--- config.mk ---
export PLATFORM = sky130hd
export DESIGN_NAME = color_command_frame_encoder
export DESIGN_NICKNAME = d
export VERILOG_FILES = /design/src/rtl/core/cce_pkg.sv /design/src/rtl/core/cce_serializer.sv /design/src/rtl/core/color_command_frame_encoder.sv
export SDC_FILE = /design/constraint.sdc
export NUM_CORES = 1
export LEC_CHECK = 0
export ABC_AREA = 1
export BUFFER_PORTS_ARGS = -buffer_cell sky130_fd_sc_hd__buf_2
export CAP_MARGIN = 40
export CORE_MARGIN = 2
export CORE_UTILIZATION = 62
export DETAILED_ROUTE_END_ITERATION = 10
export HOLD_SLACK_MARGIN = 0.06
export MAX_ROUTING_LAYER = met4
export PLACE_DENSITY = 0.92
export SLEW_MARGIN = 20
export SYNTH_ARGS = -nofsm -noshare
export SYNTH_HDL_FRONTEND = slang
export SYNTH_HIERARCHICAL = 1
export SYNTH_SLANG_ARGS = --single-unit
export TNS_END_PERCENT = 5
--- constraint.sdc ---
create_clock -name clk -period 4.45 [get_ports clk]
set_input_delay 0.89 -clock clk [delete_from_list [all_inputs] [get_ports clk]]
set_output_delay 0.89 -clock clk [all_outputs]
set_load 0.02 [all_outputs]
--- src/rtl/core/cce_pkg.sv ---
package cce_pkg;

	localparam logic [7:0] CrcPoly    = 8'h8C;
	localparam int         LevelStep  = 51;
	localparam int         LevelCount = 5;
	localparam logic [7:0] HdrShort   = 8'h91;
	localparam logic [7:0] HdrLong    = 8'h94;
	localparam logic [7:0] FrameSep   = 8'h0E;
	localparam logic [7:0] RightMark  = 8'h80;
	localparam int         FrameMax   = 6;
	localparam logic [2:0] LenShort   = 3'd4;
	localparam logic [2:0] LenLong    = 3'd6;

	typedef struct packed {
		logic [7:0] left_red;
		logic [7:0] left_green;
		logic [7:0] left_blue;
		logic [7:0] right_red;
		logic [7:0] right_green;
		logic [7:0] right_blue;
	} color_item_t;

	typedef struct packed {
		logic [7:0] frame_byte;
		logic       frame_end;
	} frame_item_t;

	// What the serializer needs to lay out one frame.
	typedef struct packed {
		logic       is_short;
		logic [7:0] lcode;
		logic [7:0] rbyte;
		logic [7:0] crc;
	} frame_desc_t;

	// Indexed [red][green][blue], flattened as r*25 + g*5 + b.
	localparam logic [7:0] ColorTable [0:124] = '{
		8'h1D, 8'h1D, 8'h04, 8'h04, 8'h04,  8'h04, 8'h04, 8'h02, 8'h02, 8'h02,
		8'h02, 8'h02, 8'h01, 8'h01, 8'h01,  8'h01, 8'h01, 8'h1A, 8'h1A, 8'h1A,
		8'h1A, 8'h17, 8'h17, 8'h17, 8'h16,
		8'h16, 8'h16, 8'h16, 8'h16, 8'h07,  8'h07, 8'h07, 8'h07, 8'h07, 8'h07,
		8'h07, 8'h07, 8'h07, 8'h07, 8'h07,  8'h07, 8'h07, 8'h07, 8'h08, 8'h08,
		8'h08, 8'h08, 8'h08, 8'h08, 8'h08,
		8'h08, 8'h08, 8'h08, 8'h08, 8'h08,  8'h08, 8'h08, 8'h08, 8'h08, 8'h08,
		8'h08, 8'h08, 8'h08, 8'h08, 8'h08,  8'h08, 8'h08, 8'h08, 8'h08, 8'h06,
		8'h06, 8'h06, 8'h06, 8'h06, 8'h06,
		8'h06, 8'h06, 8'h06, 8'h06, 8'h06,  8'h06, 8'h06, 8'h06, 8'h06, 8'h06,
		8'h06, 8'h06, 8'h06, 8'h06, 8'h06,  8'h06, 8'h06, 8'h00, 8'h00, 8'h00,
		8'h00, 8'h00, 8'h00, 8'h00, 8'h00,
		8'h15, 8'h0D, 8'h0D, 8'h0C, 8'h0A,  8'h10, 8'h10, 8'h10, 8'h10, 8'h10,
		8'h11, 8'h11, 8'h11, 8'h11, 8'h11,  8'h0F, 8'h0F, 8'h05, 8'h05, 8'h05,
		8'h12, 8'h12, 8'h1B, 8'h1B, 8'h1C
	};

	// Channel / 51, clamped to 4: count the thresholds crossed.
	function automatic logic [2:0] level(input logic [7:0] v);
		logic [2:0] lvl;
		lvl = 3'd0;
		for (int i = 1; i < LevelCount; i++) begin
			if (v >= 8'(LevelStep * i)) begin
				lvl = lvl + 3'd1;
			end
		end
		return lvl;
	endfunction

	function automatic logic [7:0] color_code(input logic [2:0] r, input logic [2:0] g,
	                                          input logic [2:0] b);
		logic [6:0] idx;
		idx = 7'(r * 7'd25) + 7'(g * 7'd5) + 7'(b);
		return ColorTable[idx];
	endfunction

	// Reflected CRC-8, one byte.
	function automatic logic [7:0] crc8_byte(input logic [7:0] crc, input logic [7:0] data);
		logic [7:0] c;
		c = crc ^ data;
		for (int k = 0; k < 8; k++) begin
			c = c[0] ? ((c >> 1) ^ CrcPoly) : (c >> 1);
		end
		return c;
	endfunction

	// CRC after the two fixed leading bytes of each frame kind.
	localparam logic [7:0] CrcShortPre = crc8_byte(crc8_byte(8'h00, HdrShort), FrameSep);
	localparam logic [7:0] CrcLongPre  = crc8_byte(crc8_byte(8'h00, HdrLong), FrameSep);

endpackage

--- src/rtl/core/cce_serializer.sv ---
module cce_serializer (
	input  logic                 clk,
	input  logic                 arst_n,
	input  logic                 load_valid,
	output logic                 load_ready,
	input  cce_pkg::frame_desc_t load,
	output logic                 frame_valid,
	input  logic                 frame_ready,
	output cce_pkg::frame_item_t frame
);
	import cce_pkg::*;

	logic [7:0] buf_q [FrameMax];
	logic [2:0] cnt_q;
	logic       take;
	logic       last;
	logic       do_load;

	assign last        = (cnt_q == 3'd1);
	assign take        = frame_valid && frame_ready;
	assign frame_valid = (cnt_q != 3'd0);
	assign load_ready  = (cnt_q == 3'd0) || (take && last);
	assign do_load     = load_valid && load_ready;

	assign frame.frame_byte = buf_q[0];
	assign frame.frame_end  = last;

	always_ff @(posedge clk or negedge arst_n) begin
		if (!arst_n) begin
			cnt_q <= 3'd0;
		end else if (do_load) begin
			cnt_q <= load.is_short ? LenShort : LenLong;
		end else if (take) begin
			cnt_q <= cnt_q - 3'd1;
		end
	end

	always_ff @(posedge clk) begin
		if (do_load) begin
			buf_q[0] <= load.is_short ? HdrShort : HdrLong;
			buf_q[1] <= FrameSep;
			buf_q[2] <= load.lcode;
			buf_q[3] <= load.is_short ? load.crc : FrameSep;
			buf_q[4] <= load.rbyte;
			buf_q[5] <= load.crc;
		end else if (take) begin
			for (int i = 0; i < FrameMax - 1; i++) begin
				buf_q[i] <= buf_q[i + 1];
			end
		end
	end

endmodule

--- src/rtl/core/color_command_frame_encoder.sv ---
// channel | handshake                 | payload
// color   | color_valid / color_ready | cce_pkg::color_item_t, two RGB colors
// frame   | frame_valid / frame_ready | cce_pkg::frame_item_t, one frame byte
//
// Five register stages: quantize, table lookup, then three CRC byte steps.
// A 6-byte shift buffer then sends 4 bytes (equal quantized colors) or 6 bytes per item,
// so the byte output sets the sustained rate; the stages can take further colors while it sends.
// An accepted color passes the quantize, lookup and three CRC stages, then loads the buffer.
// Async reset empties all stages and the buffer; stalls freeze each full stage.
module color_command_frame_encoder (
	input  logic                 clk,
	input  logic                 arst_n,
	input  logic                 color_valid,
	output logic                 color_ready,
	input  cce_pkg::color_item_t color,
	output logic                 frame_valid,
	input  logic                 frame_ready,
	output cce_pkg::frame_item_t frame
);
	import cce_pkg::*;

	logic v_s1, v_s2, v_s3, v_s4, v_s5;
	logic en1, en2, en3, en4, en5;
	logic ser_ready;

	logic [2:0] lr_s1, lg_s1, lb_s1, rr_s1, rg_s1, rb_s1;
	logic [7:0] lcode_s2, rcode_s2;
	logic       short_s2, short_s3, short_s4, short_s5;
	logic [7:0] lcode_s3, lcode_s4, lcode_s5;
	logic [7:0] rbyte_s3, rbyte_s4, rbyte_s5;
	logic [7:0] crc_s3, crc_s4, crc_s5;

	frame_desc_t desc;

	assign en5         = !v_s5 || ser_ready;
	assign en4         = !v_s4 || en5;
	assign en3         = !v_s3 || en4;
	assign en2         = !v_s2 || en3;
	assign en1         = !v_s1 || en2;
	assign color_ready = en1;

	always_ff @(posedge clk or negedge arst_n) begin
		if (!arst_n) begin
			v_s1 <= 1'b0;
			v_s2 <= 1'b0;
			v_s3 <= 1'b0;
			v_s4 <= 1'b0;
			v_s5 <= 1'b0;
		end else begin
			if (en1) v_s1 <= color_valid;
			if (en2) v_s2 <= v_s1;
			if (en3) v_s3 <= v_s2;
			if (en4) v_s4 <= v_s3;
			if (en5) v_s5 <= v_s4;
		end
	end

	always_ff @(posedge clk) begin
		if (en1) begin
			lr_s1 <= level(color.left_red);
			lg_s1 <= level(color.left_green);
			lb_s1 <= level(color.left_blue);
			rr_s1 <= level(color.right_red);
			rg_s1 <= level(color.right_green);
			rb_s1 <= level(color.right_blue);
		end
		if (en2) begin
			lcode_s2 <= color_code(lr_s1, lg_s1, lb_s1);
			rcode_s2 <= color_code(rr_s1, rg_s1, rb_s1);
			short_s2 <= (lr_s1 == rr_s1) && (lg_s1 == rg_s1) && (lb_s1 == rb_s1);
		end
		if (en3) begin
			lcode_s3 <= lcode_s2;
			rbyte_s3 <= rcode_s2 + RightMark;
			short_s3 <= short_s2;
			crc_s3   <= crc8_byte(short_s2 ? CrcShortPre : CrcLongPre, lcode_s2);
		end
		// short frames are done after the code byte; long ones take two more
		if (en4) begin
			lcode_s4 <= lcode_s3;
			rbyte_s4 <= rbyte_s3;
			short_s4 <= short_s3;
			crc_s4   <= short_s3 ? crc_s3 : crc8_byte(crc_s3, FrameSep);
		end
		if (en5) begin
			lcode_s5 <= lcode_s4;
			rbyte_s5 <= rbyte_s4;
			short_s5 <= short_s4;
			crc_s5   <= short_s4 ? crc_s4 : crc8_byte(crc_s4, rbyte_s4);
		end
	end

	assign desc.is_short = short_s5;
	assign desc.lcode    = lcode_s5;
	assign desc.rbyte    = rbyte_s5;
	assign desc.crc      = crc_s5;

	cce_serializer u_ser (
		.clk         (clk),
		.arst_n      (arst_n),
		.load_valid  (v_s5),
		.load_ready  (ser_ready),
		.load        (desc),
		.frame_valid (frame_valid),
		.frame_ready (frame_ready),
		.frame       (frame)
	);

endmodule

; ---- Word-level counts from Yosys, hierarchy flattened
; Memory sizes are Yosys's and may differ from the RTL's. A register that Yosys moved wholly into a read port is not among the register bits.
; Index checks and enable logic that the tools add are counted.
[word_totals]
regBits = 102
ramBits = 48
romBits = 2048
inputBits = 52
output_inout_bits = 11
memories = 3
[memory_table]
columns = name, depth, word_bits, rd, rd_ports_with_merged_regs, wr, line
row1 = (name not given), 128, 8, 1, 1, 0, cce_pkg.sv:71  ; return ColorTable[idx];
row2 = (name not given), 128, 8, 1, 1, 0, cce_pkg.sv:71
row3 = u_ser.buf_q, 6, 8, 6, 0, 6, cce_serializer.sv:13  ; logic [7:0] buf_q [FrameMax];
[classes]
addsub = 24
n_mul = 4
order_cmp = 24
eq_ne = 4
mux = 84
n_bitwise = 34
reduce_logical = 19
[ops]
columns = cell, n
row1 = two-way mux 8 bit, 32
row2 = two-way mux 3 bit, 39
row3 = greater-or-equal comparator 8 bit (second input constant), 12
row4 = inverter 2 -> 3 bit, 24
row5 = adder 3 x 1 -> 3 bit (second input constant), 18
row6 = greater-or-equal comparator 8 x 6 -> 1 bit (second input constant), 6
row7 = greater-or-equal comparator 8 x 7 -> 1 bit (second input constant), 6
row8 = inverter 7 -> 8 bit, 2
row9 = XOR 8 bit, 2
row10 = adder 7 x 3 -> 7 bit, 2
row11 = adder 7 x 6 -> 7 bit, 2
row12 = multiplier 3 x 5 -> 7 bit (second input constant), 2
row13 = multiplier 3 x 3 -> 6 bit (second input constant), 2
row14 = two-way mux 1 bit, 11
row15 = equality test 3 bit, 3
row16 = adder 8 bit (second input constant), 1
row17 = logical OR 1 bit, 6
row18 = logical AND 1 bit, 5
row19 = logical NOT 1 bit, 5
row20 = bitwise OR 1 bit, 5
row21 = two-way mux 4 bit, 1
row22 = equality test 3 x 1 -> 1 bit (second input constant), 1
row23 = logical NOT 3 bit, 1
row24 = inverter 3 bit, 1
row25 = 4 further kinds, 4

; ---- Depth between registers and ports, before layout
[logic_depth]
word_depth = 18
ltp_mapped = 19

; ---- Cells and area by module
; Netlist, hierarchy kept.
[by_module_without_submodules]
columns = mod, n_inst, cells_each, area_each_um2, seq_area_each_um2
row1 = color_command_frame_encoder, 1, 883, 7154.4, 2707.6
row2 = cce_serializer, 1, 211, 2274.7, 1516.5

; ---- Least setup slack after synthesis
; OpenSTA, ideal clock, no wires.
[synth_path]
kind = input port to output port
startpoint = input frame_ready
endpoint = output color_ready
t_arrival_ns = 3.247
path_slack_ns = 0.313
path_stages = 10
path_buffers = 0
path_cell_list = nand3_1 > nand2_2 > nor2_1 > inv_1 > nor2_1 > inv_1 > nor2_1 > inv_1 > nor2_1 > nand2_1
[synth_between]
elab_chain_cells = 8
[synth_lines]
columns = element, line
row1 = from (decl), color_command_frame_encoder.sv:17  ; input logic frame_ready,
row2 = logical AND 1 bit, cce_serializer.sv:20  ; assign take = frame_valid && frame_ready;
row3 = logical AND 1 bit, cce_serializer.sv:22  ; assign load_ready = (cnt_q == 3'd0) || (take && last);
row4 = logical OR 1 bit, cce_serializer.sv:22
row5 = via ser_ready, color_command_frame_encoder.sv:24  ; logic ser_ready;
row6 = logical OR 1 bit, color_command_frame_encoder.sv:35  ; assign en5 = !v_s5 || ser_ready;
row7 = via en5, color_command_frame_encoder.sv:23  ; logic en1, en2, en3, en4, en5;
row8 = logical OR 1 bit, color_command_frame_encoder.sv:36  ; assign en4 = !v_s4 || en5;
row9 = via en4, color_command_frame_encoder.sv:23
row10 = logical OR 1 bit, color_command_frame_encoder.sv:37  ; assign en3 = !v_s3 || en4;
row11 = via en3, color_command_frame_encoder.sv:23
row12 = logical OR 1 bit, color_command_frame_encoder.sv:38  ; assign en2 = !v_s2 || en3;
row13 = logical OR 1 bit, color_command_frame_encoder.sv:39  ; assign en1 = !v_s1 || en2;
row14 = to (decl), color_command_frame_encoder.sv:14  ; output logic color_ready,
; The timed path passes the listed nets, and every way through them passes these cells.

; ---- Final worst setup path
[layout_path]
startpoint = register rg_s1[0]
endpoint = register rcode_s2[4] (data pin)
[layout_between]
elab_chain_cells = 4
[layout_lines]
columns = element, line
row1 = from (decl), color_command_frame_encoder.sv:26  ; logic [2:0] lr_s1, lg_s1, lb_s1, rr_s1, rg_s1, rb_s1;
row2 = from (signal assigned), color_command_frame_encoder.sv:64  ; rg_s1 <= level(color.right_green);
row3 = multiplier 3 x 3 -> 6 bit, cce_pkg.sv:70  ; idx = 7'(r * 7'd25) + 7'(g * 7'd5) + 7'(b);
row4 = adder 7 x 6 -> 7 bit, cce_pkg.sv:70
row5 = adder 7 x 3 -> 7 bit, cce_pkg.sv:70
row6 = inverter 7 -> 8 bit (implied by the code), cce_pkg.sv:71
row7 = to (decl), color_command_frame_encoder.sv:27  ; logic [7:0] lcode_s2, rcode_s2;
; Every way passes these cells.
; A chain may end at the register's enable or synchronous reset.

==> results.toml <==
[drt]
ant_nets = 0
routedWlPerCell_um = 13.1
wirelength_um = 17800
vias = 7219
drtIter0Drc = 539
drt_first_pass_iters = 6
routed_via_density = 5.33
drc_errors = 0

[yosys]
ys_ff_latch = 142
netlist_instances = 1094
synth_top_area_frac = 0.427
synth_area_leaders = "edfxtp_1, nand2_1, ha_1, nand3_1, inv_1"
synthFlopType = "edfxtp_1"
yosysWarnings = 6
synth.distinct_cells = 37
yosysSeqAreaShare = 0.448
synthArstFlopShare = 0.0563
synth_edf_count = 134
synthesis.area_um2 = 9430
yosys.area.top_type = "edfxtp_1"
syn_area_per_cell_um2 = 8.62

[global_routing]
busiest_layer = "met2"
track_usage = 0.237
grt-ovfl-total = 0
grt_pass1_wl_um = 29900
global_route.usage.met1 = 0.252
first_global_vias = 6949
antenna_found_initial = 0
use_met3 = 0.0473
met2_usage = 0.435
grt_max_degree = 41

[clock_network]
clk_latency_ns = 0.42
post-cts-setup-buffers = 0
cts_tree = "built"
htreeDepth = 4
cts_buffer_depth = 2
cts.reportedPaths.clkPinSlew_ns = 0.06
cts_resized = 0
ctsHoldBuffers = 0
cts.sinks = 142
root_buffer = "clkbuf_16"
cts_buffers = 17

[layout]
layout_common_cells = "nand2_1, inv_1, edfxtp_1"
syn2layout_area_growth_pct = 10.8
seq_area_um2 = 4220
fin_nets = 1276
multiInputGateArea_um2 = 4370
fill_cells = 1050
drive_above_1_share = 0.117
antenna_cells = 0
layout_commonest_cell = "nand2_1"

[die]
io_pins = 63
fp.dieH_um = 127
placementRows = 45
coreArea_um2 = 15000
start_util = 0.627
die_area_um2 = 16200
die_w_um = 127

[timing]
slew_headroom = 0.484
rsz0062_at_grt = "false"
fmax_ghz = 0.271
clock_skew_ns = 0.00557
fin_crit_ns = 3.69
fin_setup_tns_ns = 0
drv_slew = 0
period_share = 0.829
hold_viol_final = 0
setup_violations = 0
worst_pin_slew_ns = 0.773

[critical_path]
cp_top_family = "adder cells"
path_cells = "ha_1, ha_1, ha_1, fa_1, fa_1, inv_2, nor2_1, inv_1, o21ai_0, nand3_1, nand3_1, o21ai_1"
cp.arrival_ns = 3.86
slowest_stage = "fa_1"
cp-startpoint = "rg_s1[0]"
crit_path_start_kind = "register"
critPathKind = "register to register"
reg2reg_slack_ns = 0.76
worst_r2r_startpoint = "rg_s1[0]"
worstPathBufferInverterCount = 2
crit_top_cell = "ha_1"
worstPathRequired_ns = 4.62
slowest_delay_ns = 0.71
cp-end-kind = "register"
crit_fanout = 9

[run]
maxCapViolations = 0

[outcome]
status = "finished, final reports clean"

[placed_design]
gp_congestion = 0.889
io_buffers = 62
hpwl_um = 13100

[worst_hold_path]
hold_class = "input port to asynchronous set/reset pin"
## kinds of logic after synthesis
| family | after synthesis | share of synthesized area |
|---|---|---|
| compound gates | 80 | 0.0479 |
| buf+inv | 201 | 0.0908 |
| other cells | 2 | 0.000796 |
| flops | 142 | 0.448 |
| simple gates | 540 | 0.249 |
| xor+xnor | 58 | 0.0626 |
| fa+ha+maj | 71 | 0.101 |
## worst register-to-register path: stages, from the launching register on
cell and delay, ns:
edfxtp_1 0.45, ha_1 0.33, ha_1 0.28, ha_1 0.32, fa_1 0.51, fa_1 0.71
inv_2 0.13, nor2_1 0.26, inv_1 0.08, o21ai_0 0.15, nand3_1 0.09, nand3_1 0.08
o21ai_1 0.05
## cell usage after synthesis (9+ instances only)
| cell type | number |
|---|---|
| a21oi_1 | 12 |
| a31oi_1 | 12 |
| buf_2 | 11 |
| buf_4 | 10 |
| edfxtp_1 | 134 |
| ha_1 | 63 |
| inv_1 | 165 |
| nand2_1 | 297 |
| nand2_2 | 12 |
| nand3_1 | 124 |
| nor2_1 | 69 |
| o21ai_0 | 40 |
| o21ai_1 | 9 |
| xnor2_1 | 33 |
| xor2_1 | 19 |
## state kept, by name (all words and copies together) (netlist names), 3 cells and up
| register | cells |
|---|---|
| rbyte_s5 | 5 |
| rb_s1 | 3 |
| u_ser/cnt_q | 3 |
| lr_s1 | 3 |
| crc_s5 | 8 |
| crc_s4 | 8 |
| lcode_s3 | 5 |
| rbyte_s4 | 5 |
| lcode_s4 | 5 |
| lcode_s5 | 5 |
| lcode_s2 | 5 |
| rcode_s2 | 5 |
| lb_s1 | 3 |
| rr_s1 | 3 |
| crc_s3 | 8 |
| lg_s1 | 3 |
| u_ser/buf_q | 48 |
| rg_s1 | 3 |
| rbyte_s3 | 5 |
## layer usage
layer | part of all wire | up-vias | wire length [um]
li1 | - | 3676 | -
met1 | 0.40 | 3288 | 7070
met2 | 0.54 | 216 | 9570
met3 | 0.042 | 39 | 740
met4 | 0.023 | 0 | 414
met5 | 0 | - | 0
## per-stage QoR
step | utilization | hold WS (ns) | area, um^2 | instances | setup WS, ns
global placement | 0.652 | 0.403 | 9800 | 1321 | 0.906
global route | 0.695 | 0.317 | 10400 | 1354 | 0.533
CTS | 0.695 | 0.316 | 10400 | 1354 | 0.789
floorplan | - | 0.400 | 9440 | 1098 | 0.313
detailed placement | 0.653 | 0.406 | 9820 | 1322 | 0.807
finish | 0.695 | 0.322 | 10400 | 1354 | 0.760
## path summary, 6_finish.rpt
kind | depth (start not counted) | to
max in group asynchronous | 1 | v_s4
min in group clk | 0 | lcode_s5[2]
max reg2reg | 12 | rcode_s2[4]
max | 12 | rcode_s2[4]
min | 1 | u_ser/cnt_q[2]
min reg2reg | 0 | lcode_s5[2]
## area by class of cell
cell class,instances,area share
Clock buffer,19,0.0414
Clock inverter,13,0.0181
Inverter,171,0.0617
Multi-Input combinational cell,755,0.418
Sequential cell,142,0.404
Tap cell,188,0.0225
Timing Repair Buffer,66,0.0338
Power is left out: the tool's default activity adds up to more than one toggle a clock period on the data nets, which glitch-free logic cannot reach.
